<file path="config.mk">
export PLATFORM = sky130hd
export DESIGN_NAME = json_string_unescape_utf8_flat
export DESIGN_NICKNAME = d
export VERILOG_FILES = /design/src/hdl/jsu_pkg.sv /design/src/hdl/jsu_in_if.sv /design/src/hdl/jsu_out_if.sv /design/src/hdl/jsu_front.sv /design/src/hdl/jsu_queue.sv /design/src/hdl/jsu_back.sv /design/src/hdl/json_string_unescape_utf8.sv /design/src/flat_wrapper.sv
export SDC_FILE = /design/constraint.sdc
export NUM_CORES = 1
export LEC_CHECK = 0
export BUFFER_PORTS_ARGS = -buffer_cell sky130_fd_sc_hd__buf_2
export CELL_PAD_IN_SITES_DETAIL_PLACEMENT = 2
export CELL_PAD_IN_SITES_GLOBAL_PLACEMENT = 2
export CORE_MARGIN = 2
export CORE_UTILIZATION = 45
export CTS_CLUSTER_DIAMETER = 200
export DETAILED_ROUTE_END_ITERATION = 7
export GPL_ROUTABILITY_DRIVEN = 1
export PLACE_DENSITY_LB_ADDON = 0.1
export SYNTH_ARGS = -nofsm -noshare
export SYNTH_HDL_FRONTEND = slang
export SYNTH_SLANG_ARGS = --single-unit
</file>
<file path="constraint.sdc">
create_clock -name clk_i -period 6.1 [get_ports clk_i]
set_input_delay 0.915 -clock clk_i [delete_from_list [all_inputs] [get_ports clk_i]]
set_output_delay 0.915 -clock clk_i [all_outputs]
set_load 0.02 [all_outputs]
</file>
<file path="src/hdl/jsu_pkg.sv">
package jsu_pkg;

  localparam int unsigned QUEUE_DEPTH = 4;

  localparam logic [7:0] CH_BSLASH = 8'h5C;
  localparam logic [7:0] CH_U      = 8'h75;
  localparam logic [7:0] CH_B      = 8'h62;
  localparam logic [7:0] CH_F      = 8'h66;
  localparam logic [7:0] CH_N      = 8'h6E;
  localparam logic [7:0] CH_R      = 8'h72;
  localparam logic [7:0] CH_T      = 8'h74;
  localparam logic [7:0] BAD_HEX   = 8'hFF;

  localparam logic [15:0] HIGH_MIN = 16'hD800;
  localparam logic [15:0] HIGH_MAX = 16'hDBFF;
  localparam logic [15:0] LOW_MIN  = 16'hDC00;
  localparam logic [15:0] LOW_MAX  = 16'hDFFF;
  localparam logic [20:0] SUPP_BASE = 21'h10000;

  // One input item after classification: an optional code point, then up to
  // three literal bytes, then the end flag.
  typedef struct packed {
    logic            cp_en;
    logic [20:0]     cp;
    logic [1:0]      txt_n;
    logic [2:0][7:0] txt;
    logic            last;
  } cmd_t;

  typedef struct packed {
    logic [2:0]      n;
    logic [3:0][7:0] b;
  } utf8_t;

  function automatic logic [7:0] map_escape(input logic [7:0] c);
    logic [7:0] r;
    unique case (c)
      CH_B:    r = 8'h08;
      CH_F:    r = 8'h0C;
      CH_N:    r = 8'h0A;
      CH_R:    r = 8'h0D;
      CH_T:    r = 8'h09;
      default: r = c;
    endcase
    return r;
  endfunction

  function automatic utf8_t utf8_encode(input logic [20:0] cp);
    utf8_t r;
    r.b = '0;
    if (cp < 21'h80) begin
      r.n    = 3'd1;
      r.b[0] = cp[7:0];
    end else if (cp < 21'h800) begin
      r.n    = 3'd2;
      r.b[0] = {3'b110, cp[10:6]};
      r.b[1] = {2'b10, cp[5:0]};
    end else if (cp < 21'h10000) begin
      r.n    = 3'd3;
      r.b[0] = {4'b1110, cp[15:12]};
      r.b[1] = {2'b10, cp[11:6]};
      r.b[2] = {2'b10, cp[5:0]};
    end else begin
      r.n    = 3'd4;
      r.b[0] = {5'b11110, cp[20:18]};
      r.b[1] = {2'b10, cp[17:12]};
      r.b[2] = {2'b10, cp[11:6]};
      r.b[3] = {2'b10, cp[5:0]};
    end
    return r;
  endfunction

endpackage

</file>
<file path="src/hdl/jsu_in_if.sv">
interface jsu_in_if;
  logic       valid;
  logic       ready;
  logic [7:0] in_byte;
  logic       end_of_string;

  modport source (output valid, output in_byte, output end_of_string, input ready);
  modport sink (input valid, input in_byte, input end_of_string, output ready);
endinterface

</file>
<file path="src/hdl/jsu_out_if.sv">
interface jsu_out_if;
  logic       valid;
  logic       ready;
  logic [7:0] out_byte;
  logic       byte_valid;
  logic       string_done;

  modport source (output valid, output out_byte, output byte_valid, output string_done,
                  input ready);
  modport sink (input valid, input out_byte, input byte_valid, input string_done,
                output ready);
endinterface

</file>
<file path="src/hdl/jsu_front.sv">
module jsu_front (
  input  logic          clk_i,
  input  logic          rst_ni,
  input  logic          accept_i,
  input  logic [7:0]    byte_i,
  input  logic          last_i,
  output logic          push_o,
  output jsu_pkg::cmd_t cmd_o
);
  import jsu_pkg::*;

  typedef enum logic [2:0] {
    M_PLAIN      = 3'd0,
    M_ESC        = 3'd1,
    M_HEX1       = 3'd2,
    M_AFTER_HIGH = 3'd3,
    M_HIGH_BS    = 3'd4,
    M_HEX2       = 3'd5
  } mode_e;

  typedef struct packed {
    logic [1:0]      n;
    logic [2:0][7:0] b;
  } txt_t;

  mode_e           mode_q, mode_d;
  logic [15:0]     hex_q, hex_d;
  logic            inv_q, inv_d;
  logic [1:0]      cnt_q, cnt_d;
  logic [15:0]     pend_q, pend_d;
  logic [2:0][7:0] held_q;
  logic            held_we;
  logic            hex_ok;
  logic [3:0]      digit;
  logic [15:0]     hex_new;
  logic            inv_new;
  logic [2:0][7:0] replay_src;
  txt_t            replay_txt;
  cmd_t            cmd;

  function automatic txt_t replay(input logic [2:0][7:0] h, input logic [1:0] cnt);
    txt_t r;
    logic esc;
    r   = '0;
    esc = 1'b0;
    for (int i = 0; i < 3; i++) begin
      if (2'(i) <= cnt) begin
        if (esc) begin
          esc = 1'b0;
          if (h[i] != CH_U) begin
            r.b[r.n] = map_escape(h[i]);
            r.n      = r.n + 2'd1;
          end
        end else if (h[i] == CH_BSLASH) begin
          esc = 1'b1;
        end else begin
          r.b[r.n] = h[i];
          r.n      = r.n + 2'd1;
        end
      end
    end
    return r;
  endfunction

  always_comb begin
    hex_ok = 1'b1;
    digit  = 4'd0;
    if (byte_i >= 8'h30 && byte_i <= 8'h39) begin
      digit = byte_i[3:0];
    end else if ((byte_i >= 8'h61 && byte_i <= 8'h66) ||
                 (byte_i >= 8'h41 && byte_i <= 8'h46)) begin
      digit = byte_i[3:0] + 4'd9;
    end else begin
      hex_ok = 1'b0;
    end
    hex_new = {hex_q[11:0], digit};
    inv_new = inv_q | ~hex_ok;
  end

  always_comb begin
    for (int i = 0; i < 3; i++) begin
      replay_src[i] = (2'(i) == cnt_q) ? byte_i : held_q[i];
    end
    replay_txt = replay(replay_src, cnt_q);
  end

  always_comb begin
    mode_d  = mode_q;
    hex_d   = hex_q;
    inv_d   = inv_q;
    cnt_d   = cnt_q;
    pend_d  = pend_q;
    held_we = 1'b0;
    cmd     = '0;
    cmd.last = last_i;

    unique case (mode_q)
      M_ESC: begin
        if (byte_i == CH_U) begin
          if (!last_i) begin
            mode_d = M_HEX1;
            hex_d  = '0;
            inv_d  = 1'b0;
            cnt_d  = '0;
          end
        end else begin
          cmd.txt[0] = map_escape(byte_i);
          cmd.txt_n  = 2'd1;
          mode_d     = M_PLAIN;
        end
      end
      M_HEX1, M_HEX2: begin
        hex_d = hex_new;
        inv_d = inv_new;
        if (cnt_q != 2'd3) begin
          held_we = 1'b1;
          cnt_d   = cnt_q + 2'd1;
          if (last_i) begin
            cmd.cp_en = (mode_q == M_HEX2);
            cmd.cp    = {5'd0, pend_q};
            cmd.txt   = replay_txt.b;
            cmd.txt_n = replay_txt.n;
          end
        end else if (mode_q == M_HEX1) begin
          cnt_d  = '0;
          mode_d = M_PLAIN;
          if (inv_new) begin
            cmd.txt[0] = BAD_HEX;
            cmd.txt_n  = 2'd1;
          end else if (hex_new >= HIGH_MIN && hex_new <= HIGH_MAX && !last_i) begin
            pend_d = hex_new;
            mode_d = M_AFTER_HIGH;
          end else begin
            cmd.cp_en = 1'b1;
            cmd.cp    = {5'd0, hex_new};
          end
        end else begin
          cnt_d     = '0;
          mode_d    = M_PLAIN;
          cmd.cp_en = 1'b1;
          if (!inv_new && hex_new >= LOW_MIN && hex_new <= LOW_MAX) begin
            cmd.cp = SUPP_BASE + {1'b0, pend_q[9:0], hex_new[9:0]};
          end else begin
            cmd.cp = {5'd0, pend_q};
          end
        end
      end
      M_AFTER_HIGH: begin
        if (byte_i == CH_BSLASH && !last_i) begin
          mode_d = M_HIGH_BS;
        end else begin
          cmd.cp_en = 1'b1;
          cmd.cp    = {5'd0, pend_q};
          if (byte_i != CH_BSLASH) begin
            cmd.txt[0] = byte_i;
            cmd.txt_n  = 2'd1;
          end
          mode_d = M_PLAIN;
        end
      end
      M_HIGH_BS: begin
        if (byte_i == CH_U && !last_i) begin
          mode_d = M_HEX2;
          hex_d  = '0;
          inv_d  = 1'b0;
          cnt_d  = '0;
        end else begin
          cmd.cp_en = 1'b1;
          cmd.cp    = {5'd0, pend_q};
          if (byte_i != CH_U) begin
            cmd.txt[0] = map_escape(byte_i);
            cmd.txt_n  = 2'd1;
          end
          mode_d = M_PLAIN;
        end
      end
      default: begin
        mode_d = M_PLAIN;
        if (byte_i == CH_BSLASH) begin
          if (!last_i) mode_d = M_ESC;
        end else begin
          cmd.txt[0] = byte_i;
          cmd.txt_n  = 2'd1;
        end
      end
    endcase

    if (last_i) begin
      mode_d = M_PLAIN;
      hex_d  = '0;
      inv_d  = 1'b0;
      cnt_d  = '0;
      pend_d = '0;
    end
  end

  // Drop requests that cause no result and do not end the string.
  assign push_o = accept_i && (cmd.cp_en || cmd.txt_n != 2'd0 || cmd.last);
  assign cmd_o  = cmd;

  always_ff @(posedge clk_i or negedge rst_ni) begin
    if (!rst_ni) begin
      mode_q <= M_PLAIN;
      hex_q  <= '0;
      inv_q  <= 1'b0;
      cnt_q  <= '0;
      pend_q <= '0;
    end else if (accept_i) begin
      mode_q <= mode_d;
      hex_q  <= hex_d;
      inv_q  <= inv_d;
      cnt_q  <= cnt_d;
      pend_q <= pend_d;
    end
  end

  always_ff @(posedge clk_i) begin
    if (accept_i && held_we) begin
      held_q[cnt_q] <= byte_i;
    end
  end

endmodule

</file>
<file path="src/hdl/jsu_queue.sv">
module jsu_queue #(
  parameter int unsigned Depth = jsu_pkg::QUEUE_DEPTH
) (
  input  logic          clk_i,
  input  logic          rst_ni,
  input  logic          push_i,
  input  jsu_pkg::cmd_t cmd_i,
  input  logic          pop_i,
  output logic          full_o,
  output logic          valid_o,
  output jsu_pkg::cmd_t cmd_o
);
  import jsu_pkg::*;

  localparam int unsigned PtrW = (Depth > 1) ? $clog2(Depth) : 1;
  localparam int unsigned CntW = $clog2(Depth + 1);

  cmd_t            mem_q [Depth];
  logic [PtrW-1:0] wr_q, wr_d;
  logic [PtrW-1:0] rd_q, rd_d;
  logic [CntW-1:0] cnt_q, cnt_d;
  logic            do_push;
  logic            do_pop;

  assign full_o  = (cnt_q == CntW'(Depth));
  assign valid_o = (cnt_q != '0);
  assign cmd_o   = mem_q[rd_q];
  assign do_push = push_i && !full_o;
  assign do_pop  = pop_i && valid_o;

  always_comb begin
    wr_d  = wr_q;
    rd_d  = rd_q;
    cnt_d = cnt_q;
    if (do_push) begin
      wr_d = (wr_q == PtrW'(Depth - 1)) ? '0 : wr_q + PtrW'(1);
    end
    if (do_pop) begin
      rd_d = (rd_q == PtrW'(Depth - 1)) ? '0 : rd_q + PtrW'(1);
    end
    if (do_push && !do_pop) begin
      cnt_d = cnt_q + CntW'(1);
    end else if (do_pop && !do_push) begin
      cnt_d = cnt_q - CntW'(1);
    end
  end

  always_ff @(posedge clk_i or negedge rst_ni) begin
    if (!rst_ni) begin
      wr_q  <= '0;
      rd_q  <= '0;
      cnt_q <= '0;
    end else begin
      wr_q  <= wr_d;
      rd_q  <= rd_d;
      cnt_q <= cnt_d;
    end
  end

  always_ff @(posedge clk_i) begin
    if (do_push) begin
      mem_q[wr_q] <= cmd_i;
    end
  end

endmodule

</file>
<file path="src/hdl/jsu_back.sv">
module jsu_back (
  input  logic          clk_i,
  input  logic          rst_ni,
  input  logic          valid_i,
  input  jsu_pkg::cmd_t cmd_i,
  output logic          pop_o,
  jsu_out_if.source     out_o
);
  import jsu_pkg::*;

  utf8_t      enc;
  logic [2:0] n_cp;
  logic [2:0] total;
  logic [2:0] last_idx;
  logic [2:0] idx_q;
  logic [2:0] txt_idx;
  logic [7:0] sel_byte;
  logic       advance;
  logic       load;
  logic       valid_q;
  logic [7:0] byte_q;
  logic       bv_q;
  logic       done_q;

  always_comb begin
    enc      = utf8_encode(cmd_i.cp);
    n_cp     = cmd_i.cp_en ? enc.n : 3'd0;
    total    = n_cp + {1'b0, cmd_i.txt_n};
    // A request with no data still gives one bare end marker.
    last_idx = (total == 3'd0) ? 3'd0 : total - 3'd1;
    txt_idx  = idx_q - n_cp;
    if (idx_q < n_cp) begin
      sel_byte = enc.b[idx_q[1:0]];
    end else begin
      sel_byte = (txt_idx[1:0] == 2'd3) ? 8'd0 : cmd_i.txt[txt_idx[1:0]];
    end
  end

  assign advance = !valid_q || out_o.ready;
  assign load    = advance && valid_i;
  assign pop_o   = load && (idx_q == last_idx);

  always_ff @(posedge clk_i or negedge rst_ni) begin
    if (!rst_ni) begin
      valid_q <= 1'b0;
      idx_q   <= '0;
    end else if (advance) begin
      valid_q <= valid_i;
      if (load) begin
        idx_q <= pop_o ? 3'd0 : idx_q + 3'd1;
      end
    end
  end

  always_ff @(posedge clk_i) begin
    if (load) begin
      byte_q <= (total == 3'd0) ? 8'd0 : sel_byte;
      bv_q   <= (total != 3'd0);
      done_q <= cmd_i.last && (idx_q == last_idx);
    end
  end

  assign out_o.valid       = valid_q;
  assign out_o.out_byte    = byte_q;
  assign out_o.byte_valid  = bv_q;
  assign out_o.string_done = done_q;

endmodule

</file>
<file path="src/hdl/json_string_unescape_utf8.sv">
// JSON string unescaper: takes one raw byte of a string body per cycle and
// gives the unescaped bytes, with \uXXXX escapes (and surrogate pairs) written
// as UTF-8. The input side takes a byte every cycle while the command queue
// between the decoder and the output serializer has room; the serializer
// gives one result per cycle while the receiver is ready, and an input byte
// yields 0 to 6 results (a surrogate pair gives 4 at once), so bursts are
// absorbed by the QueueDepth-entry queue. Every last byte of a string yields
// a result with string_done set, a bare one (byte_valid low) when it has no
// data. Each command is stored in the queue, then registered at the output.
module json_string_unescape_utf8 #(
  parameter int unsigned QueueDepth = jsu_pkg::QUEUE_DEPTH
) (
  input logic       clk_i,
  input logic       rst_ni,
  jsu_in_if.sink    in_i,
  jsu_out_if.source out_o
);
  import jsu_pkg::*;

  logic accept;
  logic push;
  logic full;
  logic pop;
  logic q_valid;
  cmd_t front_cmd;
  cmd_t head_cmd;

  assign in_i.ready = !full;
  assign accept     = in_i.valid && !full;

  jsu_front u_front (
    .clk_i    (clk_i),
    .rst_ni   (rst_ni),
    .accept_i (accept),
    .byte_i   (in_i.in_byte),
    .last_i   (in_i.end_of_string),
    .push_o   (push),
    .cmd_o    (front_cmd)
  );

  jsu_queue #(
    .Depth (QueueDepth)
  ) u_queue (
    .clk_i   (clk_i),
    .rst_ni  (rst_ni),
    .push_i  (push),
    .cmd_i   (front_cmd),
    .pop_i   (pop),
    .full_o  (full),
    .valid_o (q_valid),
    .cmd_o   (head_cmd)
  );

  jsu_back u_back (
    .clk_i   (clk_i),
    .rst_ni  (rst_ni),
    .valid_i (q_valid),
    .cmd_i   (head_cmd),
    .pop_o   (pop),
    .out_o   (out_o)
  );

endmodule

</file>
<file path="src/flat_wrapper.sv">
// flat-port wrapper written by rule: the top's interface ports become plain ports
module json_string_unescape_utf8_flat import jsu_pkg::*;
#(
  parameter int unsigned QueueDepth = jsu_pkg::QUEUE_DEPTH
)
  (clk_i, rst_ni, in_i_valid, in_i_in_byte, in_i_end_of_string, in_i_ready, out_o_valid, out_o_out_byte, out_o_byte_valid, out_o_string_done, out_o_ready);
  jsu_in_if in_i_i ();
  jsu_out_if out_o_i ();
  input logic clk_i;
  input logic rst_ni;
  input wire logic [$bits(in_i_i.valid)-1:0] in_i_valid;
  input wire logic [$bits(in_i_i.in_byte)-1:0] in_i_in_byte;
  input wire logic [$bits(in_i_i.end_of_string)-1:0] in_i_end_of_string;
  output wire logic [$bits(in_i_i.ready)-1:0] in_i_ready;
  output wire logic [$bits(out_o_i.valid)-1:0] out_o_valid;
  output wire logic [$bits(out_o_i.out_byte)-1:0] out_o_out_byte;
  output wire logic [$bits(out_o_i.byte_valid)-1:0] out_o_byte_valid;
  output wire logic [$bits(out_o_i.string_done)-1:0] out_o_string_done;
  input wire logic [$bits(out_o_i.ready)-1:0] out_o_ready;
  assign in_i_i.valid = in_i_valid;
  assign in_i_i.in_byte = in_i_in_byte;
  assign in_i_i.end_of_string = in_i_end_of_string;
  assign in_i_ready = in_i_i.ready;
  assign out_o_valid = out_o_i.valid;
  assign out_o_out_byte = out_o_i.out_byte;
  assign out_o_byte_valid = out_o_i.byte_valid;
  assign out_o_string_done = out_o_i.string_done;
  assign out_o_i.ready = out_o_ready;
  json_string_unescape_utf8 #(.QueueDepth(QueueDepth)) u_core (.clk_i(clk_i), .rst_ni(rst_ni), .in_i(in_i_i), .out_o(out_o_i));
endmodule
</file>
==> results of run 1 <==
==> final cells by class <==
cell class                      count  share of cell area
Multi-Input combinational cell    711              0.3507
Timing Repair Buffer               56             0.02420
Clock inverter                     13            0.006578
Clock buffer                       45             0.05506
Tap cell                          396             0.03216
Sequential cell                   275              0.5218
Inverter                           39            0.009501
==> synth_stat cells, types with 4 or more instances <==
master      n  share of area
o31ai_1    14         0.0076
a211oi_1    8         0.0043
nor2_1     59          0.016
inv_1      38          0.010
nor3b_1     8         0.0043
clkbuf_1   31         0.0084
and3_1      7         0.0032
nand2b_1    6         0.0027
a22o_1     15         0.0095
nand4_1    15         0.0068
a32oi_1     5         0.0032
dfrtp_1    45          0.081
buf_2      18         0.0065
mux2i_1    21          0.015
nor3_1     23         0.0083
and2_1     16         0.0072
a21o_1     10         0.0054
o22ai_1     4         0.0018
mux2_2     15          0.012
xnor2_1     8         0.0051
edfxtp_1  230           0.50
o21ai_1    19         0.0069
a21oi_1    59          0.021
nor2b_1    16         0.0072
nand2_1   109          0.030
a22oi_1     8         0.0043
mux4_2     49          0.080
xor2_1      7         0.0044
nand3_1    29          0.010
mux2_1      5         0.0041
ha_1       26          0.024
or3_1       4         0.0018
a31oi_1    10         0.0045
o21ai_0    59          0.021
o211ai_1    4         0.0022
==> per-stage QoR <==
| step | hold slack (ns) | util | cells | cell area (um2) | power (W) |
|---|---|---|---|---|---|
| 6_report | 0.4308 | 0.5063 | 1535 | 15410 | 0.006717 |
| 5_1_grt | 0.4807 | 0.5063 | 1535 | 15410 | 0.007013 |
| 4_1_cts | 0.4453 | 0.5041 | 1529 | 15340 | 0.006708 |
| 3_5_place_dp | 0.4775 | 0.4729 | 1471 | 14390 | 0.004888 |
| 3_3_place_gp | 0.4630 | 0.4729 | 1471 | 14390 | 0.004694 |
| 2_1_floorplan | 0.4433 | - | 1083 | 13820 | 0.004075 |
==> cell usage in the layout (no fill, tap or decap), types with 5 or more instances in the layout <==
cell         n
inv_1       38
ha_1        26
nor3b_1      8
o21ai_0     59
a22o_1      15
a31oi_1     10
dfrtp_1     43
nand2_1    109
clkinv_1     7
mux2_2      15
nand3_1     29
and2_1      12
buf_2       24
xor2_1       7
nand4_1     15
mux4_2      49
nor3_1      22
a21o_1      10
a211oi_1     8
nor2_1      59
o21ai_1     19
mux2i_1     21
clkbuf_1    12
and3_1       7
a21oi_1     59
o31ai_1     13
a32oi_1      5
edfxtp_1   230
nand2b_1     6
buf_4       31
clkbuf_16   31
nor2b_1     16
a22oi_1      8
mux2_1       5
xnor2_1      8
==> sequential cells by signal (all words and copies together) (netlist names) <==
register                         count
u_core.u_queue.mem_q               196
u_core.u_front.held_q               24
u_core.u_front.pend_q               16
u_core.u_front.hex_q                12
u_core.u_back.out_o.out_byte         8
u_core.u_back.idx_q                  3
u_core.u_front.mode_q                3
u_core.u_queue.cnt_q                 3
u_core.u_front.cnt_q                 2
u_core.u_queue.rd_q                  2
u_core.u_queue.wr_q                  2
u_core.u_back.out_o.byte_valid       1
u_core.u_back.out_o.string_done      1
u_core.u_back.out_o.valid            1
u_core.u_front.inv_q                 1
==> worst paths after layout <==
| check | startpoint | to | slack (ns) | cells after the start |
|---|---|---|---|---|
| max | u_core.u_queue.rd_q[0] | u_core.u_queue.cnt_q[1] | 0.40 | 20 |
| min | rst_ni | u_core.u_queue.rd_q[0] | 0.43 | 2 |
| max in group asynchronous | rst_ni | u_core.u_queue.rd_q[1] | 5.20 | 2 |
| max reg2reg | u_core.u_queue.rd_q[0] | u_core.u_queue.cnt_q[1] | 0.40 | 20 |
| min reg2reg | u_core.u_queue.cnt_q[2] | u_core.u_queue.cnt_q[2] | 0.50 | 1 |
| min in group clk_i | u_core.u_queue.cnt_q[2] | u_core.u_queue.cnt_q[2] | 0.50 | 1 |
==> cell families after synthesis <==
logic type	Yosys count	synth area share
muxes	90	0.1113
AOI/OAI and AO/OA	254	0.1209
adders and majority gates	28	0.02643
buffers and inverters	97	0.03041
DFF	275	0.5811
and+or+nand+nor	324	0.1203
xor gates and xnor gates	15	0.009504
==> power groups by stage <==
stage               clock, W  sequential [W]  combinational [W]
detailed placement         0         0.00268            0.00221
floorplan                  0         0.00256            0.00152
global placement           0         0.00263            0.00206
finish               0.00178         0.00261            0.00232
global route         0.00187         0.00265            0.00250
CTS                  0.00181         0.00265            0.00225
==> per-layer routing <==
metal,vias up,global-route usage
met2,275,0.4791
met4,0,0.09644
met5,-,0
met1,5057,0.3892
met3,95,0.04135
li1,4220,-
==> repair_timing <==
item | CTS | global route
resized for setup | 0 | 2
buffers inserted | 0 | 6
setup endpoints to repair | 0 | 2
==> results.sh, run 1 <==
export IMPL_dpl_worst_slack_ns=0.1869
export IMPL_synth_seq_cells=275
export IMPL_fin_skew_ns=0.01701
export IMPL_worst_slew_pin_slew_ns=1.081
export IMPL_critPathKind="flip-flop to flip-flop"
export IMPL_drv_cap=0
export IMPL_slew_headroom=0.2740
export IMPL_finalSetupViolations=0
export IMPL_clk_latency_ns=0.58
export IMPL_drc_errors=0
export IMPL_highest_layer="met4"
export IMPL_drtPass1Iterations=5
export IMPL_core_region_area_um2=30430
export IMPL_gp_congestion=0.8253
export IMPL_maxSlewViolCount=0
export IMPL_end_kind="flip-flop"
export IMPL_synthCells=1083
export IMPL_period_needed_ns=5.698
export IMPL_ctsHtreeMaxLevel=1
export IMPL_grt_pass1_vias=10498
export IMPL_syn_to_final_growth_pct=11.46
export IMPL_vias=9647
export IMPL_fmax_mhz=175.5
export IMPL_grt_start_max_net_pins=50
export IMPL_pwr_share_comb=0.346
export IMPL_fp_dieArea_um2=32140
export IMPL_ctsHoldBuffers=0
export IMPL_drt_iter0_markers=634
export IMPL_internal_power_w=0.004306
export IMPL_cts_num_sinks=275
export IMPL_p_leak_nw=5.511
export IMPL_worst_endpoint_required_ns=6.56
export IMPL_layout_setup_ws_ns=0.4022
export IMPL_cts_buffers=31
export IMPL_ant_nets=0
export IMPL_antenna_found_initial=0
export IMPL_grt_total_usage=0.2882
export IMPL_root_buffer="clkbuf_16"
export IMPL_synth_edf_count=230
export IMPL_synth_ff_type="edfxtp_1"
export IMPL_seqCellArea_um2=8040
export IMPL_rsz0062_at_grt="false"
export IMPL_sw_frac_of_total=0.3590
export IMPL_cpLargestDelayFamily="adder cells"
export IMPL_pwr_share_clk=0.265
export IMPL_status="finished, final reports clean"
export IMPL_critPathLaunchType="flip-flop"
export IMPL_met1_length_um=19480
export IMPL_async_flop_share=0.1636
export IMPL_ys_seq_area_frac=0.5811
export IMPL_routed_wl_um=45220
export IMPL_synth_cell_type_count=90
export IMPL_grt_pass1_wl_um=68010
export IMPL_cts_tree="done"
export IMPL_vias_per_cell=6.285
export IMPL_p_per_area_nw_per_um2=436.0
export IMPL_die_w_um=179.3
export IMPL_pwr_share_seq=0.389
export IMPL_critPathMaxStageDelay_ns=0.69
export IMPL_finalHoldViolCount=0
export IMPL_yosys_warnings=0
export IMPL_finalCritPeriodShare=0.9341
export IMPL_fp_row_count=64
export IMPL_fin_nets=1155
export IMPL_worstPathCellList="buf_4, mux4_2, or4_1, a21oi_1, ha_1, inv_1, fa_1, xor2_1, inv_1, ha_1, nor3b_1, a21oi_1, o22ai_1, o21ai_0, nor2_1, nand2_1, ha_1, inv_1, fa_1, mux2_2"
export IMPL_multiInputGateArea_um2=5403
export IMPL_port_buffers=24
export IMPL_clk_path_buf_depth=3
export IMPL_fillers=2950
export IMPL_dr_wl_met2_um=22000
export IMPL_routedWlPerCell_um=29.46
export IMPL_grt_overflow=0
export IMPL_setup_tns_ns=0
export IMPL_die_h_um=179.3
export IMPL_postSynthAreaPerCell_um2=12.76
export IMPL_cts_clk_slew_worst_paths_ns=0.06
export IMPL_crit_path_top_delay_cell="or4_1"
export IMPL_worstPathArrival_ns=6.16
export IMPL_path_max_fanout=12
export IMPL_syn_nets=1124
export IMPL_hpwlAfterDp_um=31440
export IMPL_ir_worst_vdd_mv=0.2588
export IMPL_netSwitchingPower_w=0.002411
export IMPL_syn_area_um2=13820
export IMPL_hold_class="input pin to async pin"
export IMPL_layout_drive_gt1_share=0.1694
export IMPL_ioPinCount=25
export IMPL_route_met3_wl_um=2077
export IMPL_antenna_cells=0
export IMPL_crit_buf_inv=4
export IMPL_start_util=0.4543
Note: power is estimated with default switching activity, not from simulation.
==> run 2, diff against run 1 <==
- PLACE_DENSITY_LB_ADDON: 0.1 -> 0.08
==> run 2 against run 1 <==
Effect of this change:
- global-route usage decreased by 1.1 points
- power rose by 0.36%
- clock power grew 6%
- via count down 0.54%
- critical path type unchanged
- critical endpoint unchanged
- largest power group unchanged
- highest routed layer unchanged
==> results.sh, run 2 (same netlist as run 1, synthesis figures left out) <==
export IMPL_ant_nets=0
export IMPL_grt_overflow=0
export IMPL_routed_wl_um=43370
export IMPL_finalNonFillerCells=1527
export IMPL_path_max_fanout=17
export IMPL_vias_per_cell=6.284
export IMPL_die_w_um=179.3
export IMPL_rr_endpoint="u_core.u_queue.cnt_q[1]"
export IMPL_r2r_start="u_core.u_queue.rd_q[0]"
export IMPL_worstRegToRegCells=19
export IMPL_die_h_um=179.3
export IMPL_hold_class="input pin to async pin"
export IMPL_period_needed_ns=5.750
export IMPL_setup_tns_ns=0
export IMPL_gp_congestion=0.8395
export IMPL_mostFrequentLayoutCell="edfxtp_1"
export IMPL_port_buffers=24
export IMPL_cts_clk_slew_worst_paths_ns=0.07
export IMPL_grt_total_usage=0.2775
export IMPL_cts_num_sinks=275
export IMPL_ioPinCount=25
export IMPL_layout_setup_ws_ns=0.3499
export IMPL_drv_cap=0
export IMPL_finalHoldViolCount=0
export IMPL_r2r_setup_slack_ns=0.35
export IMPL_cpLargestDelayFamily="simple AND/OR/NAND/NOR gates"
export IMPL_final_core_util=0.5085
export IMPL_fp_row_count=64
export IMPL_core_region_area_um2=30430
export IMPL_worstPathCellList="buf_12, mux4_2, or4_4, nor2_8, nand3_2, nand3_1, fa_1, ha_1, ha_1, nor3b_1, a21oi_1, o22ai_1, o21ai_0, nor2_2, nand2_1, ha_1, inv_1, fa_1, mux2_2"
export IMPL_status="finished, final reports clean"
export IMPL_regMostFlops="u_core.u_queue.mem_q"
export IMPL_syn_to_final_growth_pct=11.93
export IMPL_ir_worst_vdd_mv=0.2204
export IMPL_ctsHoldBuffers=0
export IMPL_layout_drive_gt1_share=0.1726
export IMPL_vias=9595
export IMPL_hpwlAfterDp_um=30280
export IMPL_crit_buf_inv=2
export IMPL_crit_path_top_delay_cell="or4_4"
export IMPL_finalSetupViolations=0
export IMPL_fin_nets=1147
export IMPL_final_cell_mix="edfxtp_1 (230), nand2_1 (109), a21oi_1 (59), o21ai_0 (59), nor2_1 (58)"
export IMPL_cts_tree="done"
export IMPL_finalCritPeriodShare=0.9426
export IMPL_worstPathArrival_ns=6.21
export IMPL_drt_iter0_markers=857
export IMPL_rsz0062_at_grt="false"
export IMPL_grt_start_max_net_pins=50
export IMPL_antenna_found_initial=2
export IMPL_slew_headroom=0.2510
export IMPL_worst_slew_pin_slew_ns=1.123
export IMPL_critPathLaunchType="flip-flop"
export IMPL_cpMostUsedCell="ha_1"
export IMPL_place_inst=1467
export IMPL_critPathMaxStageDelay_ns=0.60
export IMPL_fp_dieArea_um2=32140
export IMPL_fin_skew_ns=0.02480
export IMPL_drtPass1Iterations=5
export IMPL_critPathKind="flip-flop to flip-flop"
export IMPL_p_leak_nw=5.531
export IMPL_grt_pass1_vias=10314
export IMPL_worst_endpoint_required_ns=6.56
export IMPL_end_kind="flip-flop"
export IMPL_dpl_worst_slack_ns=0.1900
export IMPL_clk_path_buf_depth=3
export IMPL_p_per_area_nw_per_um2=435.7
export IMPL_ctsHtreeMaxLevel=1
export IMPL_root_buffer="clkbuf_16"
export IMPL_cts_buffers=30
export IMPL_fmax_mhz=173.9
export IMPL_total_power_w=0.006742
export IMPL_start_util=0.4543
export IMPL_maxSlewViolCount=0
export IMPL_clk_latency_ns=0.58
export IMPL_largest_reg_flops=196
export IMPL_routedWlPerCell_um=28.40
export IMPL_grt_pass1_wl_um=66050
export IMPL_largestRegisters="u_core.u_queue.mem_q: 196 flops, u_core.u_front.held_q: 24 flops, u_core.u_front.pend_q: 16 flops"
export IMPL_drc_errors=0
==> run 2: cell count changes in the layout (fill, tap and decap cells not counted), moves of 2 or more <==
cell | before | now
buf_4 | 31 | 21
clkbuf_1 | 12 | 5
clkbuf_8 | 2 | 8
buf_12 | 1 | 4
clkinv_1 | 7 | 4
clkinv_2 | 4 | 6
==> run 2: how the worst max path moves through the flow <==
stage,startpoint,end,slack (ns),cells after the start
finish,u_core.u_queue.rd_q[0],u_core.u_queue.cnt_q[1],0.35,19
floorplan,u_core.u_queue.rd_q[0],u_core.u_queue.cnt_q[1],0.97,23
CTS,u_core.u_queue.rd_q[0],u_core.u_queue.cnt_q[1],0.08,21
global route,u_core.u_queue.rd_q[0],u_core.u_queue.cnt_q[2],0.10,21
global placement,u_core.u_queue.rd_q[0],u_core.u_queue.cnt_q[1],0.60,18
detailed placement,u_core.u_queue.rd_q[0],u_core.u_queue.cnt_q[1],0.19,20
==> run 2: repair_timing <==
action | CTS | global route
gates resized for setup | 0 | 1
setup endpoints to repair | 0 | 2
setup buffers | 0 | 3
==> run 2: power breakdown <==
part / internal [W] / leakage [nW] / switching, W
clock: 0.00111 / 0.513 / 0.000771
sequential: 0.00240 / 2.78 / 0.000154
combinational: 0.000886 / 2.24 / 0.00142
==> run 2: area by class of cell <==
class,count,area (um2)
clock buffers,44,904.6
diodes,1,2.502
inverters,39,146.4
clock inverters,12,131.4
multi-input cells,711,5396
fillers,2932,14960
well taps,396,495.5
repair buffers,49,357.8
flip-flops and latches,275,8038
==> run 2: metrics by stage <==
| stage | area [um2] | hold WS, ns |
|---|---|---|
| after floorplan | 13820 | 0.4433 |
| after global placement | 14400 | 0.4626 |
| after detailed placement | 14400 | 0.4667 |
| after CTS | 15430 | 0.4592 |
| after global routing | 15470 | 0.4938 |
| final | 15470 | 0.4505 |
==> run 2: per-layer routing <==
layer / track usage / up-vias / part of all wire
li1: - / 4214 / -
met1: 0.3821 / 4995 / 0.44
met2: 0.4561 / 307 / 0.48
met3: 0.04877 / 79 / 0.057
met4: 0.07157 / 0 / 0.026
met5: 0 / - / 0
==> run 3, diff against run 2 <==
- clock period: 6.1 -> 5.7 ns (I/O delays scaled with it)
==> run 3 against run 2 <==
Effect of this change:
- sequential power increased by 8.6%
- global-route usage increased by 0.27 points
- die area did not move
- first-iteration DRC count down 14%
- power up 8.0%
- clock power increased by 5%
- critical path depth up 3
==> results.sh, run 3 (same netlist as run 1, synthesis figures left out) <==
export IMPL_cts_buffers=31
export IMPL_netSwitchingPower_w=0.002602
export IMPL_ant_nets=0
export IMPL_regMostFlops="u_core.u_queue.mem_q"
export IMPL_end_kind="flip-flop"
export IMPL_final_cell_mix="edfxtp_1 (230), nand2_1 (109), o21ai_0 (59), nor2_1 (59), a21oi_1 (58)"
export IMPL_fin_hold_ws_ns=0.3806
export IMPL_pwr_share_seq=0.382
export IMPL_ioPinCount=25
export IMPL_grt_start_max_net_pins=50
export IMPL_critPathLaunchType="flip-flop"
export IMPL_largestRegisters="u_core.u_queue.mem_q: 196 flops, u_core.u_front.held_q: 24 flops, u_core.u_front.pend_q: 16 flops"
export IMPL_layout_drive_gt1_share=0.1749
export IMPL_drv_cap=0
export IMPL_maxSlewViolCount=0
export IMPL_p_per_area_nw_per_um2=470.6
export IMPL_fmax_mhz=181.4
export IMPL_syn_to_final_growth_pct=11.88
export IMPL_drtPass1Iterations=5
export IMPL_grt_pass1_vias=10350
export IMPL_ir_worst_vdd_mv=0.2697
export IMPL_startpoint="u_core.u_queue.rd_q[0]"
export IMPL_worstPathArrival_ns=6.01
export IMPL_fp_row_count=64
export IMPL_grt_overflow=0
export IMPL_finalSetupViolations=0
export IMPL_fin_skew_ns=0.03217
export IMPL_critPathKind="flip-flop to flip-flop"
export IMPL_grt_total_usage=0.2802
export IMPL_internal_power_w=0.004676
export IMPL_vias_per_cell=6.257
export IMPL_rr_endpoint="u_core.u_queue.cnt_q[2]"
export IMPL_r2r_setup_slack_ns=0.19
export IMPL_routedWlPerCell_um=28.95
export IMPL_ctsHoldBuffers=0
export IMPL_status="finished, final reports clean"
export IMPL_hpwlAfterDp_um=30730
export IMPL_routed_wl_um=44440
export IMPL_cts_clk_slew_worst_paths_ns=0.06
export IMPL_die_w_um=179.3
export IMPL_antenna_found_initial=1
export IMPL_port_buffers=24
export IMPL_clk_latency_ns=0.60
export IMPL_worst_slew_pin_slew_ns=1.178
export IMPL_sw_frac_of_total=0.3575
export IMPL_largest_reg_flops=196
export IMPL_finalHoldViolCount=0
export IMPL_path_max_fanout=9
export IMPL_worstRegToRegCells=22
export IMPL_die_h_um=179.3
export IMPL_hold_class="input pin to async pin"
export IMPL_fin_nets=1155
export IMPL_cts_num_sinks=275
export IMPL_pwr_share_comb=0.346
export IMPL_worst_endpoint_required_ns=6.20
export IMPL_start_util=0.4543
export IMPL_fin_area_um2=15460
export IMPL_drt_iter0_markers=737
export IMPL_dpl_worst_slack_ns=0.006512
export IMPL_drc_errors=0
export IMPL_mostFrequentLayoutCell="edfxtp_1"
export IMPL_grt_pass1_wl_um=66520
export IMPL_r2r_start="u_core.u_queue.rd_q[0]"
export IMPL_clk_path_buf_depth=3
export IMPL_core_region_area_um2=30430
export IMPL_pwr_share_clk=0.271
export IMPL_fp_dieArea_um2=32140
export IMPL_crit_end="u_core.u_queue.cnt_q[2]"
export IMPL_total_power_w=0.007278
export IMPL_ctsHtreeMaxLevel=1
export IMPL_vias=9604
export IMPL_placed_cell_area_um2=14370
export IMPL_finalCritPeriodShare=0.9670
export IMPL_slew_headroom=0.2089
export IMPL_period_needed_ns=5.512
export IMPL_root_buffer="clkbuf_16"
export IMPL_final_core_util=0.5082
export IMPL_cts_tree="done"
export IMPL_p_leak_nw=5.522
export IMPL_layout_setup_ws_ns=0.1884
export IMPL_gp_congestion=0.8344
[run 3: worst min path at each step]
stage | end | depth (start not counted) | slack, ns
final | u_core.u_back.idx_q[0] | 2 | 0.38
after global routing | u_core.u_queue.cnt_q[0] | 2 | 0.42
after CTS | u_core.u_queue.cnt_q[2] | 2 | 0.39
after detailed placement | u_core.u_front.pend_q[15] | 1 | 0.47
after global placement | u_core.u_front.pend_q[14] | 1 | 0.46
after floorplan | u_core.u_front.pend_q[14] | 1 | 0.44
[run 3: critical path, stage by stage (launching register included)]
cell,delay [ns]
dfrtp_4,0.53
buf_6,0.20
mux4_2,0.59
or4_4,0.60
a21oi_2,0.22
ha_1,0.17
inv_1,0.05
fa_1,0.41
xor2_2,0.22
inv_1,0.08
ha_1,0.25
buf_4,0.19
inv_1,0.13
o22ai_1,0.09
o21ai_0,0.20
nor2_1,0.12
nand2_1,0.17
ha_1,0.23
inv_1,0.07
fa_1,0.40
xor2_1,0.18
nor2_1,0.14
xor2_1,0.16
[run 3: final cells by class]
class	instances	area (um2)
fillers	2979	14960
flip-flops and latches	275	8038
multi-input cells	711	5433
clock buffers	44	855.8
well taps	396	495.5
repair buffers	56	367.9
inverters	39	146.4
clock inverters	13	126.4
diodes	1	2.502
[run 3: per-stage QoR]
step                std cells  TNS (ns)
floorplan                1083         0
global placement         1469         0
detailed placement       1469         0
CTS                      1526         0
global route             1534   -0.1481
finish                   1535         0
[run 3: routing by layer]
metal / track usage / part of all wire / up-vias
met3: 0.04686 / 0.048 / 65
met5: 0 / 0 / -
li1: - / - / 4222
met2: 0.4692 / 0.48 / 255
met1: 0.3822 / 0.45 / 5062
met4: 0.06687 / 0.022 / 0
[run 3: timing repair]
item | in CTS | in global routing
hold endpoints to repair | 0 | 0
resized for setup | 1 | 7
buffers inserted | 0 | 8
endpoints found under the setup margin | 2 | 10
pin swaps | 0 | 1
gates cloned | 0 | 0
[run 3: power groups by stage]
| stage | Sequential (W) | Combinational (W) | Clock (W) |
|---|---|---|---|
| floorplan | 0.00274 | 0.00162 | 0 |
| global placement | 0.00278 | 0.00224 | 0 |
| detailed placement | 0.00284 | 0.00236 | 0 |
| CTS | 0.00280 | 0.00241 | 0.00199 |
| global route | 0.00281 | 0.00270 | 0.00208 |
| finish | 0.00278 | 0.00252 | 0.00197 |
